`src/rtl/obhs_pkg.sv`:
```
`default_nettype none
package obhs_pkg;

   localparam int NUM_BINS       = 5;
   localparam int DIST_WIDTH     = 12;
   localparam int COUNT_WIDTH    = 2;
   localparam int SPEED_WIDTH    = 8;
   localparam int DEC_WIDTH      = 2;
   localparam int CSR_INDEX_WIDTH = 3;
   localparam int CSR_DATA_WIDTH = 12;

   // Decision codes
   localparam logic [DEC_WIDTH-1:0] DEC_FORWARD = 2'd0;
   localparam logic [DEC_WIDTH-1:0] DEC_LEFT    = 2'd1;
   localparam logic [DEC_WIDTH-1:0] DEC_RIGHT   = 2'd2;

   // Register indexes
   localparam logic [CSR_INDEX_WIDTH-1:0] CSR_BLOCK_DISTANCE = 3'd0;
   localparam logic [CSR_INDEX_WIDTH-1:0] CSR_FREE_DISTANCE  = 3'd1;
   localparam logic [CSR_INDEX_WIDTH-1:0] CSR_CONFIRM_COUNT  = 3'd2;
   localparam logic [CSR_INDEX_WIDTH-1:0] CSR_TURN_SPEED     = 3'd3;
   localparam logic [CSR_INDEX_WIDTH-1:0] CSR_FORWARD_SPEED  = 3'd4;

   // Register reset values
   localparam logic [DIST_WIDTH-1:0]  RST_BLOCK_DISTANCE = 12'd220;
   localparam logic [DIST_WIDTH-1:0]  RST_FREE_DISTANCE  = 12'd280;
   localparam logic [COUNT_WIDTH-1:0] RST_CONFIRM_COUNT  = 2'd2;
   localparam logic [SPEED_WIDTH-1:0] RST_TURN_SPEED     = 8'd150;
   localparam logic [SPEED_WIDTH-1:0] RST_FORWARD_SPEED  = 8'd190;

   localparam logic [COUNT_WIDTH-1:0] TICKS_MAX = 2'd3;

   typedef struct packed {
      logic [DIST_WIDTH-1:0] dist_0;
      logic [DIST_WIDTH-1:0] dist_1;
      logic [DIST_WIDTH-1:0] dist_2;
      logic [DIST_WIDTH-1:0] dist_3;
      logic [DIST_WIDTH-1:0] dist_4;
   } req_type;

   typedef struct packed {
      logic [DEC_WIDTH-1:0]   decision;
      logic [SPEED_WIDTH-1:0] drive_speed;
      logic [NUM_BINS-1:0]    blocked_mask;
   } rsp_type;

   // Thresholds seen by every bin
   typedef struct packed {
      logic [DIST_WIDTH-1:0]  block_distance;
      logic [DIST_WIDTH-1:0]  free_distance;
      logic [COUNT_WIDTH-1:0] confirm_count;
   } bin_cfg_type;

   // Speeds seen by the steering logic
   typedef struct packed {
      logic [SPEED_WIDTH-1:0] turn_speed;
      logic [SPEED_WIDTH-1:0] forward_speed;
   } steer_cfg_type;

endpackage
`default_nettype wire

```
`src/rtl/obhs_bin.sv`:
```
`default_nettype none
module obhs_bin (
   input  logic                               clock,
   input  logic                               reset,
   input  logic                               update,
   input  logic [obhs_pkg::DIST_WIDTH-1:0]    reading,
   input  obhs_pkg::bin_cfg_type              cfg,
   output logic                               blocked_next
);
   import obhs_pkg::*;

   logic                   blocked_ff, blocked_in;
   logic                   pending_ff, pending_in;
   logic [COUNT_WIDTH-1:0] ticks_ff, ticks_in;

   logic                   target;
   logic [COUNT_WIDTH-1:0] ticks_seen;

   // Classify the reading; blocked wins where the thresholds overlap
   always_comb begin
      if (reading < cfg.block_distance) begin
         target = 1'b1;
      end else if (reading > cfg.free_distance) begin
         target = 1'b0;
      end else begin
         target = blocked_ff;
      end
   end

   // Count ticks that ask for the pending state, saturating
   always_comb begin
      if (pending_ff == target) begin
         ticks_seen = (ticks_ff < TICKS_MAX) ? ticks_ff + 2'd1 : ticks_ff;
      end else begin
         ticks_seen = 2'd1;
      end
   end

   // Confirm a change once it has been asked for often enough
   always_comb begin
      blocked_in = blocked_ff;
      pending_in = pending_ff;
      ticks_in   = ticks_ff;
      if (reading != '0) begin
         if (target == blocked_ff) begin
            ticks_in = '0;
         end else begin
            pending_in = target;
            if (ticks_seen >= cfg.confirm_count) begin
               blocked_in = target;
               ticks_in   = '0;
            end else begin
               ticks_in = ticks_seen;
            end
         end
      end
   end

   assign blocked_next = blocked_in;

   always_ff @(posedge clock) begin
      if (reset) begin
         blocked_ff <= 1'b0;
         pending_ff <= 1'b0;
         ticks_ff   <= '0;
      end else if (update) begin
         blocked_ff <= blocked_in;
         pending_ff <= pending_in;
         ticks_ff   <= ticks_in;
      end
   end

endmodule
`default_nettype wire

```
`src/rtl/obhs_steer.sv`:
```
`default_nettype none
module obhs_steer (
   input  obhs_pkg::req_type                 dists,
   input  logic [obhs_pkg::NUM_BINS-1:0]     blocked_mask,
   input  obhs_pkg::steer_cfg_type           cfg,
   output obhs_pkg::rsp_type                 result
);
   import obhs_pkg::*;

   logic [DIST_WIDTH-1:0] room_left;
   logic [DIST_WIDTH-1:0] room_right;

   // Room on each side from the raw readings
   assign room_left  = (dists.dist_1 > dists.dist_3) ? dists.dist_1 : dists.dist_3;
   assign room_right = (dists.dist_2 > dists.dist_4) ? dists.dist_2 : dists.dist_4;

   // Turn if any front bin is blocked; a tie turns right
   always_comb begin
      result.blocked_mask = blocked_mask;
      if (blocked_mask[2:0] != 3'b000) begin
         result.decision    = (room_left > room_right) ? DEC_LEFT : DEC_RIGHT;
         result.drive_speed = cfg.turn_speed;
      end else begin
         result.decision    = DEC_FORWARD;
         result.drive_speed = cfg.forward_speed;
      end
   end

endmodule
`default_nettype wire

```
`src/rtl/obstacle_bin_hysteresis_steer.sv`:
```
// Channel   Direction  Handshake            Carries
// req_      in         req_valid/req_stall  five distances, one per bin (req_type)
// rsp_      out        rsp_valid/rsp_stall  decision, speed, blocked mask (rsp_type)
// csr_      in         csr_wen              register index and data, no read-back
//
// One transaction per cycle while the result side is not stalled; a taken transaction
// passes through the input register and then the result register before its result is valid.
// The bin update sits between the input register and the result register, so the
// per-bin hysteresis state is the only loop and it closes through each bin's own registers.
// Synchronous reset clears bins, pending states, counters and registers to defaults.
// A stalled result holds; req_stall rises only when both registers are full and rsp_stall is high.
`default_nettype none
module obstacle_bin_hysteresis_steer (
   input  logic                                   clock,
   input  logic                                   reset,
   input  logic                                   req_valid,
   output logic                                   req_stall,
   input  obhs_pkg::req_type                      req_payload,
   output logic                                   rsp_valid,
   input  logic                                   rsp_stall,
   output obhs_pkg::rsp_type                      rsp_payload,
   input  logic                                   csr_wen,
   input  logic [obhs_pkg::CSR_INDEX_WIDTH-1:0]   csr_index,
   input  logic [obhs_pkg::CSR_DATA_WIDTH-1:0]    csr_wdata
);
   import obhs_pkg::*;

   logic [DIST_WIDTH-1:0]  block_distance_ff, block_distance_in;
   logic [DIST_WIDTH-1:0]  free_distance_ff, free_distance_in;
   logic [COUNT_WIDTH-1:0] confirm_count_ff, confirm_count_in;
   logic [SPEED_WIDTH-1:0] turn_speed_ff, turn_speed_in;
   logic [SPEED_WIDTH-1:0] forward_speed_ff, forward_speed_in;

   logic    in_valid_ff, in_valid_in;
   req_type in_data_ff, in_data_in;
   logic    out_valid_ff, out_valid_in;
   rsp_type out_data_ff, out_data_in;

   logic                  advance;
   logic                  accept;
   bin_cfg_type           bin_cfg;
   steer_cfg_type         steer_cfg;
   logic [DIST_WIDTH-1:0] bin_dist [NUM_BINS];
   logic [NUM_BINS-1:0]   blocked_next;
   rsp_type               rsp_payload_next;

   // Register writes
   always_comb begin
      block_distance_in = block_distance_ff;
      free_distance_in  = free_distance_ff;
      confirm_count_in  = confirm_count_ff;
      turn_speed_in     = turn_speed_ff;
      forward_speed_in  = forward_speed_ff;
      if (csr_wen) begin
         case (csr_index)
            CSR_BLOCK_DISTANCE: block_distance_in = csr_wdata;
            CSR_FREE_DISTANCE:  free_distance_in  = csr_wdata;
            CSR_CONFIRM_COUNT:  confirm_count_in  = csr_wdata[COUNT_WIDTH-1:0];
            CSR_TURN_SPEED:     turn_speed_in     = csr_wdata[SPEED_WIDTH-1:0];
            CSR_FORWARD_SPEED:  forward_speed_in  = csr_wdata[SPEED_WIDTH-1:0];
            default: ;
         endcase
      end
   end

   always_ff @(posedge clock) begin
      if (reset) begin
         block_distance_ff <= RST_BLOCK_DISTANCE;
         free_distance_ff  <= RST_FREE_DISTANCE;
         confirm_count_ff  <= RST_CONFIRM_COUNT;
         turn_speed_ff     <= RST_TURN_SPEED;
         forward_speed_ff  <= RST_FORWARD_SPEED;
      end else begin
         block_distance_ff <= block_distance_in;
         free_distance_ff  <= free_distance_in;
         confirm_count_ff  <= confirm_count_in;
         turn_speed_ff     <= turn_speed_in;
         forward_speed_ff  <= forward_speed_in;
      end
   end

   // Flow control: advance when the result register is free or being drained
   assign advance   = in_valid_ff && (!out_valid_ff || !rsp_stall);
   assign req_stall = in_valid_ff && out_valid_ff && rsp_stall;
   assign accept    = req_valid && !req_stall;

   always_comb begin
      in_valid_in  = req_stall ? in_valid_ff : req_valid;
      in_data_in   = accept ? req_payload : in_data_ff;
      out_valid_in = advance ? 1'b1 : (out_valid_ff && !rsp_stall) ? 1'b0 : out_valid_ff;
      out_data_in  = out_data_ff;
      if (advance) begin
         out_data_in = rsp_payload_next;
      end
   end

   // Clear valids at reset
   always_ff @(posedge clock) begin
      if (reset) begin
         in_valid_ff  <= 1'b0;
         out_valid_ff <= 1'b0;
      end else begin
         in_valid_ff  <= in_valid_in;
         out_valid_ff <= out_valid_in;
      end
   end

   // Hold payloads without reset
   always_ff @(posedge clock) begin
      in_data_ff  <= in_data_in;
      out_data_ff <= out_data_in;
   end

   // Per-bin hysteresis, updated as the transaction moves to the result register
   assign bin_cfg.block_distance = block_distance_ff;
   assign bin_cfg.free_distance  = free_distance_ff;
   assign bin_cfg.confirm_count  = confirm_count_ff;

   assign bin_dist[0] = in_data_ff.dist_0;
   assign bin_dist[1] = in_data_ff.dist_1;
   assign bin_dist[2] = in_data_ff.dist_2;
   assign bin_dist[3] = in_data_ff.dist_3;
   assign bin_dist[4] = in_data_ff.dist_4;

   for (genvar gi = 0; gi < NUM_BINS; gi++) begin : g_bin
      obhs_bin u_bin (
         .clock        (clock),
         .reset        (reset),
         .update       (advance),
         .reading      (bin_dist[gi]),
         .cfg          (bin_cfg),
         .blocked_next (blocked_next[gi])
      );
   end

   // Steering decision from the updated mask
   assign steer_cfg.turn_speed    = turn_speed_ff;
   assign steer_cfg.forward_speed = forward_speed_ff;

   obhs_steer u_steer (
      .dists        (in_data_ff),
      .blocked_mask (blocked_next),
      .cfg          (steer_cfg),
      .result       (rsp_payload_next)
   );

   assign rsp_valid   = out_valid_ff;
   assign rsp_payload = out_data_ff;

endmodule
`default_nettype wire

```
`config.mk`:
```
export PLATFORM = sky130hd
export DESIGN_NAME = obstacle_bin_hysteresis_steer
export DESIGN_NICKNAME = d
export VERILOG_FILES = /design/src/rtl/obhs_pkg.sv /design/src/rtl/obhs_bin.sv /design/src/rtl/obhs_steer.sv /design/src/rtl/obstacle_bin_hysteresis_steer.sv
export SDC_FILE = /design/constraint.sdc
export NUM_CORES = 1
export LEC_CHECK = 0
export ABC_AREA = 0
export BUFFER_PORTS_ARGS = -buffer_cell sky130_fd_sc_hd__buf_2
export CORE_MARGIN = 2
export CORE_UTILIZATION = 40
export DETAILED_ROUTE_END_ITERATION = 7
export PLACE_DENSITY_LB_ADDON = 0.2
export SLEW_MARGIN = 30
export SYNTH_ARGS = -nofsm -noshare
export SYNTH_HDL_FRONTEND = slang
export SYNTH_SLANG_ARGS = --single-unit
```
`constraint.sdc`:
```
create_clock -name clock -period 5.4 [get_ports clock]
set_clock_uncertainty 0.15 [all_clocks]
set_input_delay 1.08 -clock clock [delete_from_list [all_inputs] [get_ports clock]]
set_output_delay 1.08 -clock clock [all_outputs]
set_load 0.005 [all_outputs]
```
==> impl_results.md <==
- Non-Filler Instances: about 1300
- 1st-iter DRT viols: 481
- Worst Hold Class: flop to flop
- Cell area power density: 274.0 mW/mm2
- Mapped Area: 0.009201 mm2
- Antenna violations before repair: 0
- Mean Syn Cell Area: approximately 10 um2
- Run status: finished clean
- Critical Path Fanout Max: 10
- First-pass GRT wire length: 39770 um
- Core area: 0.02264 mm2
- Most common cell in the netlist: ha_1
- Initial Utilization: between 40% and 50%
- Worst setup EP type: flop
- Share of cells above drive strength 1: 15.91%
- P&R area growth vs syn: 15.77%
- Sequential fraction of the synthesis area: about two fifths
- Syn_nets: 1184
- Routed WL: 25390 um
- Ant diodes: 0
- Hold buffers post-CTS: 0
- RSZ-0062 raised after global routing: no
- Clk_lat worst skew: 0.44 ns
- Final period util: 84.12%
- Synth area leader: edfxtp_1
- Top post-synthesis cells by area: edfxtp_1, ha_1, dfxtp_1
- Vias per cell: 5.533
- TritonCTS Buffers: 17
- Placed Area: 0.01004 mm2
- Final Instance Area: 0.01065 mm2
- Num ports: 97
- Final count of hold timing violations: 0
- Vias in the first global route: ~7000
- CTS root buf: clkbuf_16
- Global Route Usage Sum: 21.63%
- Hold_ws: 0.3068 ns
- CTS tree: yes
- Final Worst Setup Slack: about 0.86 ns
- Fmax: 220.1 MHz
- Min Tclk post-route: approximately 4.5 ns
- Maxcap violations: 0
- VDD IR max: 0.0002082 V
- Fin Setup TNS: 0 ns
- Synth Instances: 943
- CP Buf/Inv Count: 2
- Total Power: ~2.9 mW
- Setup violations, final: 0
- Nets: ~1300
- Drt wl/cell: 18.85 um
- CTS H-tree depth: 4
- M1 WL: between 10000 and 15000 um
- GPL Wtd Cong: 0.9044
- Crit path largest cell delay: 0.58 ns
- Critical path data required time: between 5 and 6 ns
- Pre-CTS WS: ~0.98 ns
- Met2 wire length: 11160 um
- Clk sinks: 139
- Die Ht: between 150 and 200 um
- Synthesized flop and latch total: ~140
- YS warnings: 0
- Post-synth top cells: ha_1, nand2_1, a21oi_1
- Slowest cell on crit path: a2111oi_0
- DRC: 0
- Longest Clk Path Bufs: 2
- Top Layer Used: met4
- Postcts setup bufs: 0
- Async SR Flop Fraction: 0%
- Post-route ant nets: 0
- Slew @ Worst Pin: 0.7917 ns
- Fill cell count: about 2100
- CP top delay family: compound AO/OA/AOI/OAI gates
- Synth unique cells: 65
- Via count: 7453
- Post-CTS Resized: 0
- Placed cells: 1315
- Die ar.: about 0.024 mm2
- Rel. slew slack: 47.22%
- Startpoint Class: flop
- Pins Over Slew Limit: 0
- Clock slew at reported path FFs: 0.07 ns
- Row cnt: between 50 and 60
- Top_reg_cell synth: edfxtp_1
- CP arrival: between 4 and 5 ns
- CP cell instances: inv_1, ha_1, a21o_1, a21o_1, a2111oi_0, a221oi_1, xnor2_1, nor2_1, ha_1, nand2b_1, a21oi_1, a31o_2, o31ai_1, nor4b_4, buf_4, mux2_2
- Post-synth EDFFs: 75
- Dpl hpwl: around 19000 um
- Die width: 155.7 um
- DR pass1 iterations: 5
- GR Overflow Total: 0
- Yosys top cell area share: 24.48%
- Largest net degree at the start of global routing: 61
- Worst Setup Path Type: flop to flop
- LEAKAGE: between 4 and 5 nW
- Final Core Density: 47.05%
- Wire length on met3: 1329 um
- Port bufs: 96
==> final cells by class <==
class / count / area [um2] / share of cell area (%)
clock buffer: 17 / 425.4 / 3.993
clock inverter: 15 / 188.9 / 1.774
inverter: 65 / 244.0 / 2.290
multi-input combinational: 724 / 5379 / 50.49
sequential: 139 / 3533 / 33.17
tap: 285 / 356.6 / 3.347
timing repair buffer: 102 / 525.5 / 4.933
==> layer usage <==
layer / track usage (%) / up-vias
li1: - / 3746
met1: 31.26 / 3464
met2: 32.95 / 211
met3: 3.889 / 32
met4: 6.553 / 0
met5: 0 / -
==> report_power, final <==
group	total (mW)	internal, mW	leakage (nW)	switching, mW
logic	0.469	0.209	3.15	0.259
registers	1.24	1.17	1.24	0.0624
clock network	1.22	0.630	0.298	0.585
total	2.92	2.01	4.69	0.907
==> cell usage in the layout, fill, tap and decap left out, drive strengths merged, types with 25 or more instances in the layout <==
cell and n:
ha 161, nand2 106, buf 102, a21oi 80, edfxtp 75, inv 71
dfxtp 64, nor2 53, nand4 36, o21ai 33, a21o 30, nand3 25
==> registers in the layout (all words and copies together), names as in the netlist <==
signal,count
bin_dist,60
rsp_payload,15
block_distance_ff,12
free_distance_ff,12
g_bin.u_bin.ticks_ff,10
forward_speed_ff,8
turn_speed_ff,8
g_bin.u_bin.blocked_ff,5
g_bin.u_bin.pending_ff,5
confirm_count_ff,2
in_valid_ff,1
rsp_valid,1
==> worst register-to-register path, delay by kind of cell (launching register included) <==
| kind | cells | cell delay, ns |
|---|---|---|
| simple gates | 3 | 0.44 |
| fa+ha+maj | 2 | 0.56 |
| compound gates | 7 | 1.78 |
| xor+xnor | 1 | 0.26 |
| flops | 1 | 0.31 |
| mux | 1 | 0.36 |
| buf+inv | 2 | 0.44 |
==> cell families (layout without fill, tap and decap cells) <==
kind of cell,count (synthesis),count (layout),synth area share [%]
AOI/OAI and AO/OA,220,220,15.64
DFF,139,139,38.40
adders and majority gates,161,161,21.89
muxes,37,37,4.297
xor gates and xnor gates,4,4,0.3808
buffers and inverters,80,199,3.291
and+or+nand+nor,302,302,16.10
==> final timing paths <==
path | start | end | slack [ns] | cells past startpoint
setup / recovery | free_distance_ff[9] | rsp_payload[5] | 0.86 | 16
hold / removal | free_distance_ff[9] | free_distance_ff[9] | 0.31 | 2
setup reg to reg | free_distance_ff[9] | rsp_payload[5] | 0.86 | 16
hold reg to reg | free_distance_ff[9] | free_distance_ff[9] | 0.31 | 2
Power figures use the tool's default switching activity.
